### src/rtl/dda_pkg.sv
// ----------------------------------------------------------------------------
// DDA line rasterizer package
// Shared types and codes for the line rasterizer and its port checker.
// ----------------------------------------------------------------------------
package dda_pkg;

    localparam int COORD_W    = 16;   // endpoint coordinate, signed 1/16 px
    localparam int SCR_W      = 10;   // screen coordinate on the pixel port
    localparam int COLOR_W    = 24;
    localparam int PTS_W      = 13;   // number of points left on the line
    localparam int CFG_IDX_W  = 2;
    localparam int CFG_DATA_W = 24;

    localparam logic [SCR_W-1:0]   ORIGIN_RST = 10'd512;
    localparam logic [COLOR_W-1:0] COLOR_RST  = 24'hFFFFFF;

    localparam logic FUNC_LOAD = 1'b0;
    localparam logic FUNC_TICK = 1'b1;

    localparam logic [CFG_IDX_W-1:0] REG_ORIGIN_X   = 2'd0;
    localparam logic [CFG_IDX_W-1:0] REG_ORIGIN_Y   = 2'd1;
    localparam logic [CFG_IDX_W-1:0] REG_LINE_COLOR = 2'd2;

    typedef enum logic [1:0] {
        ST_RUN,
        ST_PREP,
        ST_DIV_X,
        ST_DIV_Y
    } state_t;

endpackage

### src/rtl/dda_line_rasterizer.sv
// ----------------------------------------------------------------------------
// DDA line rasterizer
// Loads a line, works out per-pixel increments with a shared restoring
// divider, then steps along the line one pixel per tick transaction.
// ----------------------------------------------------------------------------
// Tick: one transaction per cycle; the pixel appears on the output register
//   in the cycle after the tick is taken.
// Load: input stalls for 2*FRAC_BITS+3 cycles after acceptance (one set-up
//   cycle, then FRAC_BITS+1 divider steps for x and again for y), or for one
//   cycle on a zero-length line. The single divider subtractor sets this.
// Reset (rst_n low, asynchronous): line idle, origin 512/512, colour white.
// ----------------------------------------------------------------------------
module dda_line_rasterizer
    import dda_pkg::*;
#(
    parameter int WIN_W     = 1024,
    parameter int WIN_H     = 1024,
    parameter int FRAC_BITS = 16
)
(
    input  logic                  clk,
    input  logic                  rst_n,

    input  logic                  wr_en,
    input  logic [CFG_IDX_W-1:0]  wr_index,
    input  logic [CFG_DATA_W-1:0] wr_data,

    input  logic                  in_valid,
    output logic                  in_stall,
    input  logic                  func,
    input  logic [COORD_W-1:0]    start_x,
    input  logic [COORD_W-1:0]    start_y,
    input  logic [COORD_W-1:0]    end_x,
    input  logic [COORD_W-1:0]    end_y,

    output logic                  out_valid,
    input  logic                  out_stall,
    output logic [SCR_W-1:0]      pixel_x,
    output logic [SCR_W-1:0]      pixel_y,
    output logic [COLOR_W-1:0]    pixel_color,
    output logic                  last_pixel
);

    localparam int DIFF_W = COORD_W + 1;          // endpoint difference
    localparam int POS_W  = FRAC_BITS + 14;       // position, signed fixed point
    localparam int STEP_W = FRAC_BITS + 2;        // increment, |step| <= 1.0
    localparam int SPOS_W = FRAC_BITS + 15;       // screen position
    localparam int QUO_W  = FRAC_BITS + 1;
    localparam int REM_W  = COORD_W + 1;
    localparam int CNT_W  = $clog2(FRAC_BITS + 1);

    localparam logic signed [SPOS_W-1:0] WIN_X_LIM = SPOS_W'(WIN_W) << FRAC_BITS;
    localparam logic signed [SPOS_W-1:0] WIN_Y_LIM = SPOS_W'(WIN_H) << FRAC_BITS;

    state_t                     state_reg, state_next;
    logic signed [DIFF_W-1:0]   dx_reg, dx_next, dy_reg, dy_next;
    logic signed [POS_W-1:0]    pos_x_reg, pos_x_next, pos_y_reg, pos_y_next;
    logic signed [STEP_W-1:0]   step_x_reg, step_x_next, step_y_reg, step_y_next;
    logic [PTS_W-1:0]           points_reg, points_next;
    logic                       active_reg, active_next;
    logic [COORD_W-1:0]         mag_y_reg, mag_y_next;
    logic                       neg_x_reg, neg_x_next, neg_y_reg, neg_y_next;
    logic [COORD_W-1:0]         div_s_reg, div_s_next;
    logic [REM_W-1:0]           rem_reg, rem_next;
    logic [QUO_W-1:0]           quo_reg, quo_next;
    logic [CNT_W-1:0]           cnt_reg, cnt_next;

    logic [SCR_W-1:0]           origin_x_reg, origin_y_reg;
    logic [COLOR_W-1:0]         color_reg;

    logic                       out_valid_reg, out_valid_next;
    logic [SCR_W-1:0]           pixel_x_reg, pixel_x_next, pixel_y_reg, pixel_y_next;
    logic [COLOR_W-1:0]         pixel_color_reg, pixel_color_next;
    logic                       last_reg, last_next;

    logic                       in_take;
    logic [DIFF_W-1:0]          abs_x, abs_y;
    logic [COORD_W-1:0]         span;
    logic [REM_W-1:0]           rem_shift;
    logic [REM_W:0]             rem_diff;
    logic                       rem_ge;
    logic [QUO_W-1:0]           quo_new;
    logic signed [STEP_W-1:0]   step_new;
    logic signed [SPOS_W-1:0]   scr_x, scr_y;
    logic                       outside;
    logic                       last_point;

    // ---------------------------------------------------------------- config
    always_ff @(posedge clk or negedge rst_n)
    begin
        if (!rst_n)
        begin
            origin_x_reg <= ORIGIN_RST;
            origin_y_reg <= ORIGIN_RST;
            color_reg    <= COLOR_RST;
        end
        else if (wr_en)
        begin
            case (wr_index)
                REG_ORIGIN_X:   origin_x_reg <= wr_data[SCR_W-1:0];
                REG_ORIGIN_Y:   origin_y_reg <= wr_data[SCR_W-1:0];
                REG_LINE_COLOR: color_reg    <= wr_data[COLOR_W-1:0];
                default:        ;
            endcase
        end
    end

    // ---------------------------------------------------------------- shared divider step
    always_comb
    begin
        // the first step compares the magnitude itself, later ones shift a zero in
        rem_shift = (cnt_reg == '0) ? rem_reg : {rem_reg[REM_W-2:0], 1'b0};
        rem_diff  = {1'b0, rem_shift} - {2'b00, div_s_reg};
        rem_ge    = !rem_diff[REM_W];
        quo_new   = {quo_reg[QUO_W-2:0], rem_ge};
        if (state_reg == ST_DIV_X ? neg_x_reg : neg_y_reg)
            step_new = -$signed({1'b0, quo_new});
        else
            step_new = $signed({1'b0, quo_new});
    end

    // ---------------------------------------------------------------- tick datapath
    assign abs_x = dx_reg[DIFF_W-1] ? DIFF_W'(-dx_reg) : DIFF_W'(dx_reg);
    assign abs_y = dy_reg[DIFF_W-1] ? DIFF_W'(-dy_reg) : DIFF_W'(dy_reg);
    assign span  = (abs_x > abs_y) ? abs_x[COORD_W-1:0] : abs_y[COORD_W-1:0];

    assign scr_x = $signed(SPOS_W'(origin_x_reg) << FRAC_BITS) + SPOS_W'(pos_x_reg);
    assign scr_y = $signed(SPOS_W'(origin_y_reg) << FRAC_BITS) - SPOS_W'(pos_y_reg);
    assign outside = scr_x[SPOS_W-1] || (scr_x >= WIN_X_LIM)
                  || scr_y[SPOS_W-1] || (scr_y >= WIN_Y_LIM);
    assign last_point = (points_reg <= PTS_W'(1));

    assign in_stall = (state_reg != ST_RUN) || (out_valid_reg && out_stall);
    assign in_take  = in_valid && !in_stall;

    // ---------------------------------------------------------------- sequencer
    always_comb
    begin
        state_next       = state_reg;
        dx_next          = dx_reg;
        dy_next          = dy_reg;
        pos_x_next       = pos_x_reg;
        pos_y_next       = pos_y_reg;
        step_x_next      = step_x_reg;
        step_y_next      = step_y_reg;
        points_next      = points_reg;
        active_next      = active_reg;
        mag_y_next       = mag_y_reg;
        neg_x_next       = neg_x_reg;
        neg_y_next       = neg_y_reg;
        div_s_next       = div_s_reg;
        rem_next         = rem_reg;
        quo_next         = quo_reg;
        cnt_next         = cnt_reg;
        out_valid_next   = out_valid_reg && out_stall;
        pixel_x_next     = pixel_x_reg;
        pixel_y_next     = pixel_y_reg;
        pixel_color_next = pixel_color_reg;
        last_next        = last_reg;

        case (state_reg)
            ST_RUN:
            begin
                if (in_take && func == FUNC_LOAD)
                begin
                    // drop any line in progress
                    dx_next     = $signed(DIFF_W'($signed(end_x)))
                                - $signed(DIFF_W'($signed(start_x)));
                    dy_next     = $signed(DIFF_W'($signed(end_y)))
                                - $signed(DIFF_W'($signed(start_y)));
                    pos_x_next  = POS_W'($signed(start_x)) <<< (FRAC_BITS - 4);
                    pos_y_next  = POS_W'($signed(start_y)) <<< (FRAC_BITS - 4);
                    active_next = 1'b0;
                    state_next  = ST_PREP;
                end
                else if (in_take && func == FUNC_TICK && active_reg)
                begin
                    if (outside)
                    begin
                        active_next = 1'b0;
                        points_next = '0;
                    end
                    else
                    begin
                        out_valid_next   = 1'b1;
                        pixel_x_next     = scr_x[FRAC_BITS +: SCR_W];
                        pixel_y_next     = scr_y[FRAC_BITS +: SCR_W];
                        pixel_color_next = color_reg;
                        last_next        = last_point;
                        if (last_point)
                        begin
                            points_next = '0;
                            active_next = 1'b0;
                        end
                        else
                        begin
                            points_next = points_reg - PTS_W'(1);
                        end
                        pos_x_next = pos_x_reg + POS_W'(step_x_reg);
                        pos_y_next = pos_y_reg + POS_W'(step_y_reg);
                    end
                end
            end

            ST_PREP:
            begin
                points_next = PTS_W'(span[COORD_W-1:4]) + PTS_W'(1);
                neg_x_next  = dx_reg[DIFF_W-1];
                neg_y_next  = dy_reg[DIFF_W-1];
                mag_y_next  = abs_y[COORD_W-1:0];
                if (span == '0)
                begin
                    step_x_next = '0;
                    step_y_next = '0;
                    active_next = 1'b1;
                    state_next  = ST_RUN;
                end
                else
                begin
                    div_s_next = span;
                    rem_next   = REM_W'(abs_x[COORD_W-1:0]);
                    quo_next   = '0;
                    cnt_next   = '0;
                    state_next = ST_DIV_X;
                end
            end

            ST_DIV_X:
            begin
                rem_next = rem_ge ? rem_diff[REM_W-1:0] : rem_shift;
                quo_next = quo_new;
                cnt_next = cnt_reg + CNT_W'(1);
                if (cnt_reg == CNT_W'(FRAC_BITS))
                begin
                    step_x_next = step_new;
                    rem_next    = REM_W'(mag_y_reg);
                    quo_next    = '0;
                    cnt_next    = '0;
                    state_next  = ST_DIV_Y;
                end
            end

            ST_DIV_Y:
            begin
                rem_next = rem_ge ? rem_diff[REM_W-1:0] : rem_shift;
                quo_next = quo_new;
                cnt_next = cnt_reg + CNT_W'(1);
                if (cnt_reg == CNT_W'(FRAC_BITS))
                begin
                    step_y_next = step_new;
                    active_next = 1'b1;
                    state_next  = ST_RUN;
                end
            end

            default:
            begin
                state_next = ST_RUN;
            end
        endcase
    end

    always_ff @(posedge clk or negedge rst_n)
    begin
        if (!rst_n)
        begin
            state_reg     <= ST_RUN;
            active_reg    <= 1'b0;
            points_reg    <= '0;
            pos_x_reg     <= '0;
            pos_y_reg     <= '0;
            step_x_reg    <= '0;
            step_y_reg    <= '0;
            cnt_reg       <= '0;
            out_valid_reg <= 1'b0;
        end
        else
        begin
            state_reg     <= state_next;
            active_reg    <= active_next;
            points_reg    <= points_next;
            pos_x_reg     <= pos_x_next;
            pos_y_reg     <= pos_y_next;
            step_x_reg    <= step_x_next;
            step_y_reg    <= step_y_next;
            cnt_reg       <= cnt_next;
            out_valid_reg <= out_valid_next;
        end
    end

    always_ff @(posedge clk)
    begin
        dx_reg          <= dx_next;
        dy_reg          <= dy_next;
        mag_y_reg       <= mag_y_next;
        neg_x_reg       <= neg_x_next;
        neg_y_reg       <= neg_y_next;
        div_s_reg       <= div_s_next;
        rem_reg         <= rem_next;
        quo_reg         <= quo_next;
        pixel_x_reg     <= pixel_x_next;
        pixel_y_reg     <= pixel_y_next;
        pixel_color_reg <= pixel_color_next;
        last_reg        <= last_next;
    end

    assign out_valid   = out_valid_reg;
    assign pixel_x     = pixel_x_reg;
    assign pixel_y     = pixel_y_reg;
    assign pixel_color = pixel_color_reg;
    assign last_pixel  = last_reg;

endmodule

### config.mk
export PLATFORM = sky130hd
export DESIGN_NAME = dda_line_rasterizer
export DESIGN_NICKNAME = d
export VERILOG_FILES = /design/src/rtl/dda_pkg.sv /design/src/rtl/dda_line_rasterizer.sv
export SDC_FILE = /design/constraint.sdc
export NUM_CORES = 1
export LEC_CHECK = 0
export BUFFER_PORTS_ARGS = -buffer_cell sky130_fd_sc_hd__buf_4
export CAP_MARGIN = 20
export CORE_MARGIN = 8
export CORE_UTILIZATION = 40
export DETAILED_ROUTE_END_ITERATION = 10
export PLACE_DENSITY = 0.59
export SLEW_MARGIN = 20
export SYNTH_ARGS = -nofsm -noshare
export SYNTH_HDL_FRONTEND = slang
export SYNTH_SLANG_ARGS = --single-unit
### constraint.sdc
create_clock -name clk -period 8.2 [get_ports clk]
set_clock_uncertainty 0.1 [all_clocks]
set_input_delay 0.41 -clock clk [delete_from_list [all_inputs] [get_ports clk]]
set_output_delay 0.41 -clock clk [all_outputs]
set_load 0.02 [all_outputs]
Yosys cells after proc, flatten, opt, wreduce, memory -nomap -nowiden
Cells that the tools add are included.
{ "word_totals": {"out_inout_bits": 47, "ff_bits": 308} }
{ "op_classes": {"n_eq_ne": 16, "n_reduce_logical": 35, "n_mux": 47, "bitwise": 4, "n_addsub": 13, "order_cmp": 4} }
{ "op_table": {"columns": ["operator", "n"], "rows": [
  ["$mux 30", 6],
  ["$mux 17", 6],
  ["$pmux 18 s2", 2],
  ["$ge 31x28->1 const B", 2],
  ["$add 30x18->30", 2],
  ["$mux 18", 3],
  ["$mux 13", 4],
  ["$pmux 17 s3", 1],
  ["$mux 16", 3],
  ["$pmux 16 s3", 1],
  ["$neg 17->17", 2],
  ["$sub 16x16->17", 2],
  ["$add 27x30->31", 1],
  ["$sub 27x30->31", 1],
  ["$pmux 13 s2", 1],
  ["$neg 17->18", 1],
  ["$sub 17x16->18", 1],
  ["$gt 17x17->1", 1],
  ["$logic_not 16->1", 1],
  ["$pmux 5 s3", 1],
  ["$reduce_and 3->1", 5],
  ["$add 12x1->13 const B", 1],
  ["$le 13x1->1 const B", 1],
  ["$sub 13x1->13 const B", 1],
  ["other kinds (24)", 69]
]} }

Depth between registers and ports, before layout
Gate-level depths: netlist of the first run.
{ "logic_depth": {"depth_word": 9, "mapped_depth": 24, "mapped_depth_nobuf": 23} }

Worst setup path before layout of the first run
OpenSTA, ideal clock, no wires.
{ "synth_timing": {"kind": "register -> register", "from": "register dx_reg[0]", "to": "register quo_reg[0], enable pin", "period_less_slack_ns": 5.764, "path_stages_with_launch": 19, "arrival_time_ns": 5.277, "path_slack_ns": 2.436, "n_path_buf": 3, "path_cell_list": "edfxtp_1 > or4_1 > clkbuf_1 > o41ai_1 > xor2_1 > inv_1 > ha_1 > nand3_1 > or3_1 > o221a_2 > o221ai_1 > clkbuf_1 > clkbuf_1 > o21a_1 > inv_1 > ha_1 > o211ai_2 > a21oi_1 > inv_1"} }
{ "synth_via": {"elab_chain_len": 7} }
{ "synth_lines": {"columns": ["element", "line_no", "text"], "rows": [
  ["from (decl)", "dda_line_rasterizer.sv:56", "logic signed [DIFF_W-1:0] dx_reg, dx_next, dy_reg, dy_next;"],
  ["from (signal assigned)", "dda_line_rasterizer.sv:293", "dx_reg <= dx_next;"],
  ["$neg 17->17", "dda_line_rasterizer.sv:123", "assign abs_x = dx_reg[DIFF_W-1] ? DIFF_W'(-dx_reg) : DIFF_W'(dx_reg);"],
  ["$mux 17 *", "dda_line_rasterizer.sv:123", null],
  ["$gt 17x17->1", "dda_line_rasterizer.sv:125", "assign span = (abs_x > abs_y) ? abs_x[COORD_W-1:0] : abs_y[COORD_W-1:0];"],
  ["$mux 16 *", "dda_line_rasterizer.sv:125", null],
  ["via span[5]", "dda_line_rasterizer.sv:78", "logic [COORD_W-1:0] span;"],
  ["$logic_not 16->1 *", "dda_line_rasterizer.sv:211", "if (span == '0)"],
  ["$ne 2x2->1 (no line) *", null, null],
  ["$reduce_and 2->1 (no line) *", null, null],
  ["to (signal assigned)", "dda_line_rasterizer.sv:300", "quo_reg <= quo_next;"],
  ["to (decl)", "dda_line_rasterizer.sv:65", "logic [QUO_W-1:0] quo_reg, quo_next;"]
]} }
The timed path passes the listed nets; every way through them passes the cells marked *.
A chain may end at the register's enable or synchronous reset.

Worst setup path in the final report of the first run
{ "layout_timing": {"from": "register dx_reg[0]", "to": "register div_s_reg[11], enable pin"} }
{ "layout_via": {"elab_chain_len": 7} }
{ "layout_lines": {"columns": ["element", "line_no", "text"], "rows": [
  ["$neg 17->17", "dda_line_rasterizer.sv:123", null],
  ["$mux 17 *", "dda_line_rasterizer.sv:123", null],
  ["$gt 17x17->1", "dda_line_rasterizer.sv:125", null],
  ["$mux 16 *", "dda_line_rasterizer.sv:125", null],
  ["$logic_not 16->1 *", "dda_line_rasterizer.sv:211", null],
  ["$not 1->1 (no line) *", null, null],
  ["$reduce_and 2->1 (no line) *", null, null],
  ["to (signal assigned)", "dda_line_rasterizer.sv:298", "div_s_reg <= div_s_next;"],
  ["to (decl)", "dda_line_rasterizer.sv:63", "logic [COORD_W-1:0] div_s_reg, div_s_next;"]
]} }
Every way passes the cells marked *; elsewhere a longest branch is shown, timed or not.

==> results of run 1 <==
==> cell usage after synthesis (7+ instances only) <==
| cell | count |
|---|---|
| o22ai_1 | 32 |
| a21o_1 | 24 |
| nand2_1 | 136 |
| xor2_1 | 51 |
| a21oi_1 | 142 |
| or2_2 | 10 |
| nand2b_1 | 27 |
| ha_1 | 151 |
| mux2_2 | 59 |
| o31ai_1 | 17 |
| o221ai_1 | 14 |
| nand4_1 | 14 |
| o41ai_1 | 9 |
| inv_1 | 152 |
| clkbuf_1 | 53 |
| a211oi_1 | 27 |
| nor2b_1 | 34 |
| o21bai_1 | 8 |
| and3_1 | 23 |
| dfstp_2 | 26 |
| nor2_1 | 148 |
| o21a_1 | 27 |
| a22o_1 | 13 |
| or4_1 | 13 |
| o21ai_0 | 88 |
| or3_1 | 26 |
| xnor2_1 | 92 |
| o211ai_1 | 16 |
| mux2i_1 | 16 |
| nand3_1 | 42 |
| a2111oi_0 | 7 |
| and2_1 | 8 |
| a31oi_1 | 23 |
| nor3_1 | 51 |
| nor4_1 | 36 |
| dfrtp_1 | 136 |
| edfxtp_1 | 146 |
| o2bb2ai_1 | 26 |
==> stage by stage <==
step | hold WS [ns] | std cells | instance area [um^2] | total power [mW] | util
floorplan | 0.01441 | 2044 | 20140 | 4.566 | -
global placement | 0.3935 | 2815 | 21980 | 5.287 | 0.4399
detailed placement | 0.3852 | 2815 | 21980 | 5.327 | 0.4399
CTS | 0.001817 | 2899 | 23350 | 7.054 | 0.4674
global route | 0.005145 | 2899 | 23350 | 7.498 | 0.4674
finish | 0.02529 | 2900 | 23360 | 7.027 | 0.4675
==> final cells by class <==
cell class / count / area, um^2 / share of cell area
clock inverter: 17 / 186.4 / 0.007982
antenna: 1 / 2.502 / 0.0001071
sequential: 308 / 8471 / 0.3627
timing repair buffer: 182 / 1410 / 0.06037
multi-input combinational: 1514 / 10830 / 0.4638
tap: 672 / 840.8 / 0.03600
inverter: 155 / 583.1 / 0.02496
clock buffer: 51 / 1030 / 0.04409
==> repair_timing <==
item	in CTS	in global routing
hold buffers	16	0
hold endpoints to repair	108	0
endpoints found under the setup margin	0	0
==> per-layer routing <==
layer | share of wire | vias up | wire [um]
li1 | - | 7894 | -
met5 | 0.00023 | - | 13
met4 | 0.023 | 2 | 1343
met1 | 0.45 | 7934 | 25840
met2 | 0.48 | 347 | 27450
met3 | 0.052 | 78 | 2980
==> path summary, 6_finish.rpt <==
kind                                start              end  slack, ns
hold reg to reg            step_x_reg[11]   step_x_reg[11]       0.40
setup reg to reg                dx_reg[0]    div_s_reg[11]       2.33
max in group asynchronous           rst_n  origin_x_reg[8]       6.06
hold / removal                wr_data[19]    color_reg[19]       0.03
min in group asynchronous           rst_n    pos_y_reg[10]       0.45
setup / recovery                dx_reg[0]    div_s_reg[11]       2.33
==> kinds of logic after synthesis <==
kind of cell	count (synthesis)
multiplexers	75
XOR/XNOR	145
AO/OA/AOI/OAI	538
AND/OR/NAND/NOR	599
adder cells (fa/ha/maj)	157
buffers and inverters	222
flip-flops	308
==> power groups by stage <==
stage               registers [mW]  logic (mW)  clock network, mW
floorplan                     2.29        2.28                  0
global placement              2.45        2.83                  0
detailed placement            2.45        2.88                  0
CTS                           2.43        2.91               1.71
global route                  2.48        3.25               1.76
finish                        2.44        2.91               1.67
==> impl_metrics.py, run 1 <==
metrics = {
    "logic_synthesis": {
        "synthCells": 2044,
        "synthFlopType": "edfxtp_1",
        "synth_top_family_by_area": "compound AO/OA/AOI/OAI gates",
        "synth.avg_cell_area_um2": 9.851,
        "synth_area_mm2": 0.02014,
        "synth_edf_count": 146,
        "yosys.area.top_type": "edfxtp_1",
        "synth-adder-area-share": 0.09979,
        "ys_ff_latch": 308,
        "synth_fp_nets": 2297,
        "yosysWarnings": 0,
        "synthMuxAreaShare": 0.04095,
        "yosysUniqueCellTypes": 88,
        "synth-xor-area-share": 0.06382,
        "synthTopCellsByArea": "edfxtp_1 22%, dfrtp_1 17%, ha_1 9.4%",
        "synth_top_area_share": 0.2177,
        "seq_area_frac_synth": 0.4207,
        "synthSimpleGateAreaFrac": 0.1510,
        "synthArstFlopShare": 0.5260,
        "synth_compound_area_frac": 0.1809,
    },
    "cts": {
        "clock_latency_ns": 0.56,
        "cts_tree": "built",
        "postCtsSetupBuffers": 0,
        "clk_path_buf_depth": 3,
        "clock-root-buffer": "clkbuf_16",
        "clk_pin_slew_ns": 0.06,
        "numCtsBuffers": 37,
        "cts_resized": 0,
        "cts_sinks": 308,
        "htreeDepth": 2,
    },
    "critical_path": {
        "cp.depth": 13,
        "path_class": "register to register",
        "worst_ep_arrival_time_ns": 5.96,
        "crit_path_cell_trace": "or4_1, o41ai_1, xor2_1, inv_1, ha_1, nand3_1, or3_1, o221a_2, o221ai_4, buf_4, nor4_2, o211ai_2, and2_1",
        "reg2reg_depth": 13,
        "cp_num_buf_inv": 2,
        "worstPathRequired_ns": 8.29,
        "startpoint_type": "register",
        "end_kind": "register",
        "crit_fanout": 31,
        "cp_top_family": "simple AND/OR/NAND/NOR gates",
        "crit_slowest_cell": "and2_1",
        "slowest_delay_ns": 0.73,
    },
    "global_route": {
        "first_global_vias": 16360,
        "grt-ovfl-total": 0,
        "use_met2": 0.3314,
        "grt_first_pass_wirelength_mm": 91.14,
        "antenna_found_initial": 2,
        "busiest_layer": "met2",
        "grt_usage": 0.1981,
        "use_met3": 0.04126,
        "grt_max_degree": 97,
        "grt_use_met1": 0.2591,
    },
    "floorplanning": {
        "initial_utilization": 0.4030,
        "rows": 82,
        "core_mm2": 0.04997,
        "die-area_mm2": 0.05778,
        "pin_count": 143,
        "die_w_um": 240.4,
        "die_h_um": 240.4,
    },
    "place": {
        "hpwlAfterDp_mm": 43.60,
        "place_congestion": 0.8957,
        "io_buffers": 142,
        "post-place-ws_ns": 2.389,
    },
    "drt": {
        "drtAntennaViolNets": 0,
        "drt-initial-drc-count": 1054,
        "drt_pass1_iterations": 5,
        "wl_mm": 57.63,
        "vias": 16255,
        "avgRoutedWirePerCell_um": 19.87,
        "post-route-drc-count": 0,
        "vias_per_cell": 5.605,
    },
    "power": {
        "internal_power_mw": 4.374,
        "sw_frac_of_total": 0.3775,
        "ir_worst_vdd_mv": 0.2071,
        "switchingPower_mw": 2.653,
        "power_frac_seq": 0.348,
        "p_comb_frac": 0.415,
        "pwr-share-clk": 0.238,
        "power.density_mw_per_mm2": 300.8,
        "leakagePower_nw": 9.825,
    },
    "timing": {
        "finalHoldViolCount": 0,
        "min_period_ns": 5.875,
        "finalCritPeriodShare": 0.7164,
        "slew_violations": 0,
        "worst_slack_ns": 2.325,
        "rsz0062_at_grt": "no",
        "timing.slew.headroom": 0.3604,
        "fin_setup_tns_ns": 0,
        "setup_viol": 0,
        "max_freq_mhz": 170.2,
        "worst_slew_pin_slew_ns": 0.9594,
    },
    "layout": {
        "drive_gt1_frac": 0.1581,
        "nets": 2451,
        "layout_commonest_cell": "buf_4",
        "n_fill_cell": 4701,
        "most-common-layout-cells": "165 x buf_4, 151 x inv_1, 151 x ha_1, 146 x nor2_1, 146 x edfxtp_1",
        "syn2layout_area_growth_pct": 16.00,
    },
    "run_status": {
        "outcome": "finished clean",
    },
    "flow_run": {
        "drv_cap": 0,
    },
    "worst_hold_path": {
        "hp-class": "input pin to register",
        "worstHoldPathCells": 2,
    },
}
Note: power is estimated with default switching activity, not from simulation.
==> run 2: changes to the inputs <==
clock period = 6.2 ns   (was 8.2 ns; I/O delays follow)
==> impl_metrics.py, run 2 (synthesis results as in run 1) <==
metrics = {
    "global_route": {
        "grt_max_degree": 91,
        "antenna_found_initial": 2,
        "grt_usage": 0.1963,
        "grt_first_pass_wirelength_mm": 90.41,
        "first_global_vias": 16272,
        "grt-ovfl-total": 0,
    },
    "timing": {
        "fin_setup_tns_ns": 0,
        "min_period_ns": 5.677,
        "max_freq_mhz": 176.2,
        "timing.slew.headroom": 0.3507,
        "worst_slack_ns": 0.5234,
        "setup_viol": 0,
        "slew_violations": 0,
        "finalCritPeriodShare": 0.9156,
        "finalHoldViolCount": 0,
        "rsz0062_at_grt": "no",
        "worst_slew_pin_slew_ns": 0.9740,
    },
    "drt": {
        "vias": 16303,
        "avgRoutedWirePerCell_um": 19.65,
        "drt-initial-drc-count": 926,
        "drtAntennaViolNets": 0,
        "wl_mm": 57.68,
        "vias_per_cell": 5.555,
        "post-route-drc-count": 0,
        "drt_pass1_iterations": 5,
    },
    "worst_hold_path": {
        "hp-class": "input pin to register",
    },
    "flow_run": {
        "drv_cap": 0,
    },
    "floorplanning": {
        "die_w_um": 240.4,
        "die-area_mm2": 0.05778,
        "die_h_um": 240.4,
        "initial_utilization": 0.4030,
        "pin_count": 143,
        "rows": 82,
        "core_mm2": 0.04997,
    },
    "power": {
        "power.density_mw_per_mm2": 388.9,
        "ir_worst_vdd_mv": 0.2613,
        "power_mw": 9.199,
        "leakagePower_nw": 9.951,
    },
    "cts": {
        "cts_sinks": 308,
        "numCtsBuffers": 36,
        "htreeDepth": 2,
        "postCtsSetupBuffers": 0,
        "cts_tree": "built",
        "clock-root-buffer": "clkbuf_16",
        "clock_latency_ns": 0.55,
        "cts_resized": 0,
        "clk_pin_slew_ns": 0.05,
        "holdBufCountCts": 51,
        "clk_path_buf_depth": 3,
    },
    "place": {
        "post-place-ws_ns": 0.5663,
        "place_congestion": 0.9247,
        "io_buffers": 142,
        "hpwlAfterDp_mm": 43.61,
    },
    "critical_path": {
        "worstPathRequired_ns": 6.56,
        "worst_ep_arrival_time_ns": 6.04,
        "path_class": "register to register",
        "end_kind": "register",
        "startpoint_type": "register",
        "r2r_setup_slack_ns": 0.52,
        "crit_fanout": 11,
    },
    "layout": {
        "most-common-layout-cells": "165 x buf_4, 151 x inv_1, 151 x ha_1, 146 x edfxtp_1, 145 x nor2_1",
        "syn2layout_area_growth_pct": 17.45,
        "multi_input_area_mm2": 0.01084,
        "n_fill_cell": 4668,
        "drive_gt1_frac": 0.1561,
        "register_area_mm2": 0.008471,
        "layout_commonest_cell": "buf_4",
        "nets": 2487,
    },
    "run_status": {
        "outcome": "finished clean",
    },
}
[run 2: changes by cell type in the layout (fill, tap and decap cells not counted), sizes merged]
| cell | before | now |
|---|---|---|
| clkinvlp | 3 | 1 |
| dlygate4sd3 | 16 | 51 |
| bufinv | 3 | 1 |
| clkinv | 10 | 16 |
| inv | 156 | 155 |
| buf | 166 | 168 |
| clkbuf | 51 | 48 |
[run 2: critical path, stage by stage, from the launching register on]
cell and delay [ns]:
edfxtp_1 0.45, or4_1 0.74, o41ai_1 0.37, xor2_1 0.52, inv_1 0.21, ha_1 0.32
nand3_1 0.10, or3_1 0.37, o221a_2 0.28, o221ai_4 0.34, o21ai_0 0.17, inv_1 0.12
ha_1 0.26, nand3_1 0.09, nor3_1 0.43, nor4b_1 0.31, a21oi_1 0.10, xor2_1 0.17
o211ai_1 0.15
[run 2: area by class of cell]
cell class	count	area share
Tap cell	672	0.03555
Inverter	155	0.02465
Clock inverter	18	0.005026
Timing Repair Buffer	219	0.07613
Antenna cell	1	0.0001058
Multi-Input combinational cell	1514	0.4582
Sequential cell	308	0.3582
Clock buffer	48	0.04216
[run 2: worst paths after layout]
| path | end | from | cells past startpoint |
|---|---|---|---|
| hold reg to reg | pos_x_reg[2] | pos_x_reg[2] | 2 |
| min in group asynchronous | pos_y_reg[9] | rst_n | 2 |
| hold / removal | pos_y_reg[13] | start_y[1] | 3 |
| setup reg to reg | points_reg[8] | dx_reg[0] | 18 |
| max in group asynchronous | pos_x_reg[0] | rst_n | 3 |
| setup / recovery | points_reg[8] | dx_reg[0] | 18 |
[run 2: power breakdown]
part	switching, mW	internal (mW)
Clock	0.862	1.18
Sequential	0.488	2.74
Combinational	2.15	1.78
Total	3.50	5.70
[run 2: routing by layer]
layer,track usage,share of wire,up-vias
li1,-,-,7950
met3,0.03793,0.057,100
met4,0.07022,0.035,2
met5,0,0.00023,-
met1,0.2571,0.44,7829
met2,0.3209,0.46,422
[run 2: per-stage QoR]
step,area (um^2),util,cells,hold slack [ns]
floorplan,20140,-,2044,-0.08559
global placement,22020,0.4407,2817,0.3291
detailed placement,22020,0.4407,2817,0.3456
CTS,23650,0.4733,2934,0.004414
global route,23650,0.4733,2934,0.01718
finish,23650,0.4733,2935,0.01759
==> run 3: changes to the inputs <==
ABC_AREA = 1   (was default)
==> impl_metrics.py, run 3 <==
metrics = {
    "cts": {
        "htreeDepth": 2,
        "numCtsBuffers": 38,
        "holdBufCountCts": 51,
        "clk_pin_slew_ns": 0.06,
        "cts_sinks": 308,
        "clock_latency_ns": 0.55,
        "clk_path_buf_depth": 3,
        "postCtsSetupBuffers": 0,
        "cts_resized": 0,
        "clock-root-buffer": "clkbuf_16",
        "cts_tree": "built",
    },
    "drt": {
        "vias_per_cell": 5.104,
        "wl_mm": 56.49,
        "post-route-drc-count": 0,
        "drtAntennaViolNets": 0,
        "avgRoutedWirePerCell_um": 17.27,
        "drt_pass1_iterations": 5,
        "vias": 16696,
        "drt-initial-drc-count": 1227,
    },
    "logic_synthesis": {
        "synthCells": 2368,
        "yosys-top-cells-count": "518 x nand2_1, 305 x inv_1, 179 x nor2_1",
        "synth_edf_count": 146,
        "synthMuxAreaShare": 0.007911,
        "seq_area_frac_synth": 0.4250,
        "ys_ff_latch": 308,
        "synthArstFlopShare": 0.5260,
        "synth-adder-area-share": 0.1008,
        "yosysUniqueCellTypes": 59,
        "synth_top_area_share": 0.2200,
        "synthFlopType": "edfxtp_1",
        "synthTopCellsByArea": "edfxtp_1 22%, dfrtp_1 17%, nand2_1 9.8%",
        "synth_top_family_by_area": "simple AND/OR/NAND/NOR gates",
        "yosysWarnings": 0,
        "synth-xor-area-share": 0.06680,
        "synth.most_common_cell": "nand2_1",
        "yosys.area.top_type": "edfxtp_1",
        "synthSimpleGateAreaFrac": 0.2031,
        "synth_area_mm2": 0.01993,
        "synth_compound_area_frac": 0.1251,
        "synth_fp_nets": 2621,
        "synth.avg_cell_area_um2": 8.416,
    },
    "power": {
        "ir_worst_vdd_mv": 0.2200,
        "p_comb_frac": 0.360,
        "sw_frac_of_total": 0.3668,
        "power_mw": 8.604,
        "switchingPower_mw": 3.156,
        "leakagePower_nw": 11.36,
        "pwr-share-clk": 0.294,
        "power.density_mw_per_mm2": 362.7,
        "internal_power_mw": 5.448,
        "power_frac_seq": 0.346,
    },
    "place": {
        "place_congestion": 0.9014,
        "placed_area_mm2": 0.02176,
        "hpwlAfterDp_mm": 42.53,
        "io_buffers": 142,
    },
    "critical_path": {
        "startpoint_type": "register",
        "worst_ep_arrival_time_ns": 5.53,
        "crit_fanout": 16,
        "worstPathRequired_ns": 6.28,
        "path_class": "register to register",
        "end_kind": "register",
    },
    "floorplanning": {
        "initial_utilization": 0.4013,
        "die_w_um": 239.2,
        "rows": 82,
        "core_mm2": 0.04966,
        "die_h_um": 239.2,
        "pin_count": 143,
        "die-area_mm2": 0.05722,
    },
    "layout": {
        "drive_gt1_frac": 0.1301,
        "syn2layout_area_growth_pct": 19.05,
        "most-common-layout-cells": "518 x nand2_1, 304 x inv_1, 176 x nor2_1, 174 x a21oi_1, 157 x buf_4",
        "n_fill_cell": 4768,
        "layout_commonest_cell": "nand2_1",
        "final_area_mm2": 0.02373,
        "final_util": 0.4778,
        "nets": 2821,
    },
    "timing": {
        "rsz0062_at_grt": "no",
        "slew_violations": 0,
        "finalCritPeriodShare": 0.8792,
        "worst_slew_pin_slew_ns": 1.118,
        "setup_viol": 0,
        "max_freq_mhz": 183.5,
        "finalHoldViolCount": 0,
        "fin_setup_tns_ns": 0,
        "timing.slew.headroom": 0.2522,
        "min_period_ns": 5.451,
    },
    "global_route": {
        "grt_usage": 0.1945,
        "grt_first_pass_wirelength_mm": 88.78,
        "grt-ovfl-total": 0,
        "first_global_vias": 16490,
        "grt_max_degree": 81,
        "antenna_found_initial": 1,
    },
    "flow_run": {
        "drv_cap": 0,
    },
    "run_status": {
        "outcome": "finished clean",
    },
    "worst_hold_path": {
        "hp-class": "input pin to register",
    },
}
-- run 3: cell types whose count changed in the layout (fill, tap and decap cells not counted), sizes merged, moves of 26 or more --
| cell | change |
|---|---|
| o2bb2ai | -26 |
| inv | +154 |
| xor2 | +53 |
| o21ai | +42 |
| nor2 | +39 |
| or3 | -27 |
| nand3 | +71 |
| nand2b | -27 |
| mux2 | -45 |
| nor2b | -33 |
| nor4 | -35 |
| nand2 | +423 |
| xnor2 | -46 |
| a21oi | +32 |
-- run 3: cell type report --
type | instances | area [um^2] | share of cell area
clock buffers | 57 | 1251 | 0.05274
repair buffers | 211 | 1740 | 0.07336
well taps | 672 | 840.8 | 0.03544
flip-flops and latches | 308 | 8471 | 0.3570
diodes | 1 | 2.502 | 0.0001055
multi-input cells | 1701 | 10060 | 0.4239
inverters | 308 | 1161 | 0.04894
clock inverters | 13 | 201.4 | 0.008491
-- run 3: cells by family after synthesis --
group	count (synthesis)
AO/OA/AOI/OAI	436
XOR/XNOR	152
adder cells (fa/ha/maj)	157
buffers and inverters	359
flip-flops	308
multiplexers	14
AND/OR/NAND/NOR	942
-- run 3: stage by stage --
stage / std cells / worst slack [ns] / hold WS [ns]
2_1_floorplan: 2368 / 1.060 / -0.08559
3_3_place_gp: 3149 / 0.7914 / 0.3592
3_5_place_dp: 3149 / 0.7252 / 0.3643
4_1_cts: 3270 / 0.7227 / 0.001857
5_1_grt: 3270 / 0.2439 / 0.02093
6_report: 3271 / 0.7492 / 0.01677
-- run 3: metal layers --
metal	part of all wire	up-vias	GRT usage	routed length (um)
met3	0.053	94	0.03267	2998
met2	0.46	372	0.3156	25800
li1	-	8335	-	-
met4	0.036	0	0.07731	2017
met5	0	-	0	0
met1	0.45	7895	0.2566	25680
-- run 3: final timing paths --
path / start / end / slack (ns) / cells after the start
worst max-delay path: dy_reg[0] / div_s_reg[7] / 0.75 / 24
worst max register to register: dy_reg[0] / div_s_reg[7] / 0.75 / 24
worst min register to register: step_x_reg[3] / step_x_reg[3] / 0.38 / 2
worst min-delay path: wr_data[4] / origin_x_reg[4] / 0.02 / 3
min in group asynchronous: rst_n / cnt_reg[0] / 0.34 / 2
max in group asynchronous: rst_n / step_x_reg[0] / 4.48 / 3
-- run 3: power groups by stage --
stage	combinational [mW]	clock, mW	sequential, mW
4_1_cts	3.09	2.58	2.98
2_1_floorplan	2.34	0	2.89
6_report	3.09	2.53	2.98
3_5_place_dp	3.04	0	3.01
5_1_grt	3.50	2.65	3.02
3_3_place_gp	2.99	0	3.00
-- run 3: critical path, stage by stage (launching register included) --
cell      delay (ns)
edfxtp_1        0.48
nor3_1          0.27
inv_1           0.09
nor3_1          0.17
nand3_1         0.12
o31ai_1         0.30
o21ai_0         0.17
xor2_1          0.36
inv_1           0.08
ha_1            0.30
nand4_1         0.09
inv_1           0.09
nand4_1         0.08
nor4_1          0.22
nand4_2         0.44
nand2_4         0.22
buf_4           0.26
nand2_1         0.09
nand2_1         0.20
nor2_1          0.08
nand2_1         0.08
nor2_2          0.05
nand2_1         0.07
nand2_2         0.13
inv_1           0.50
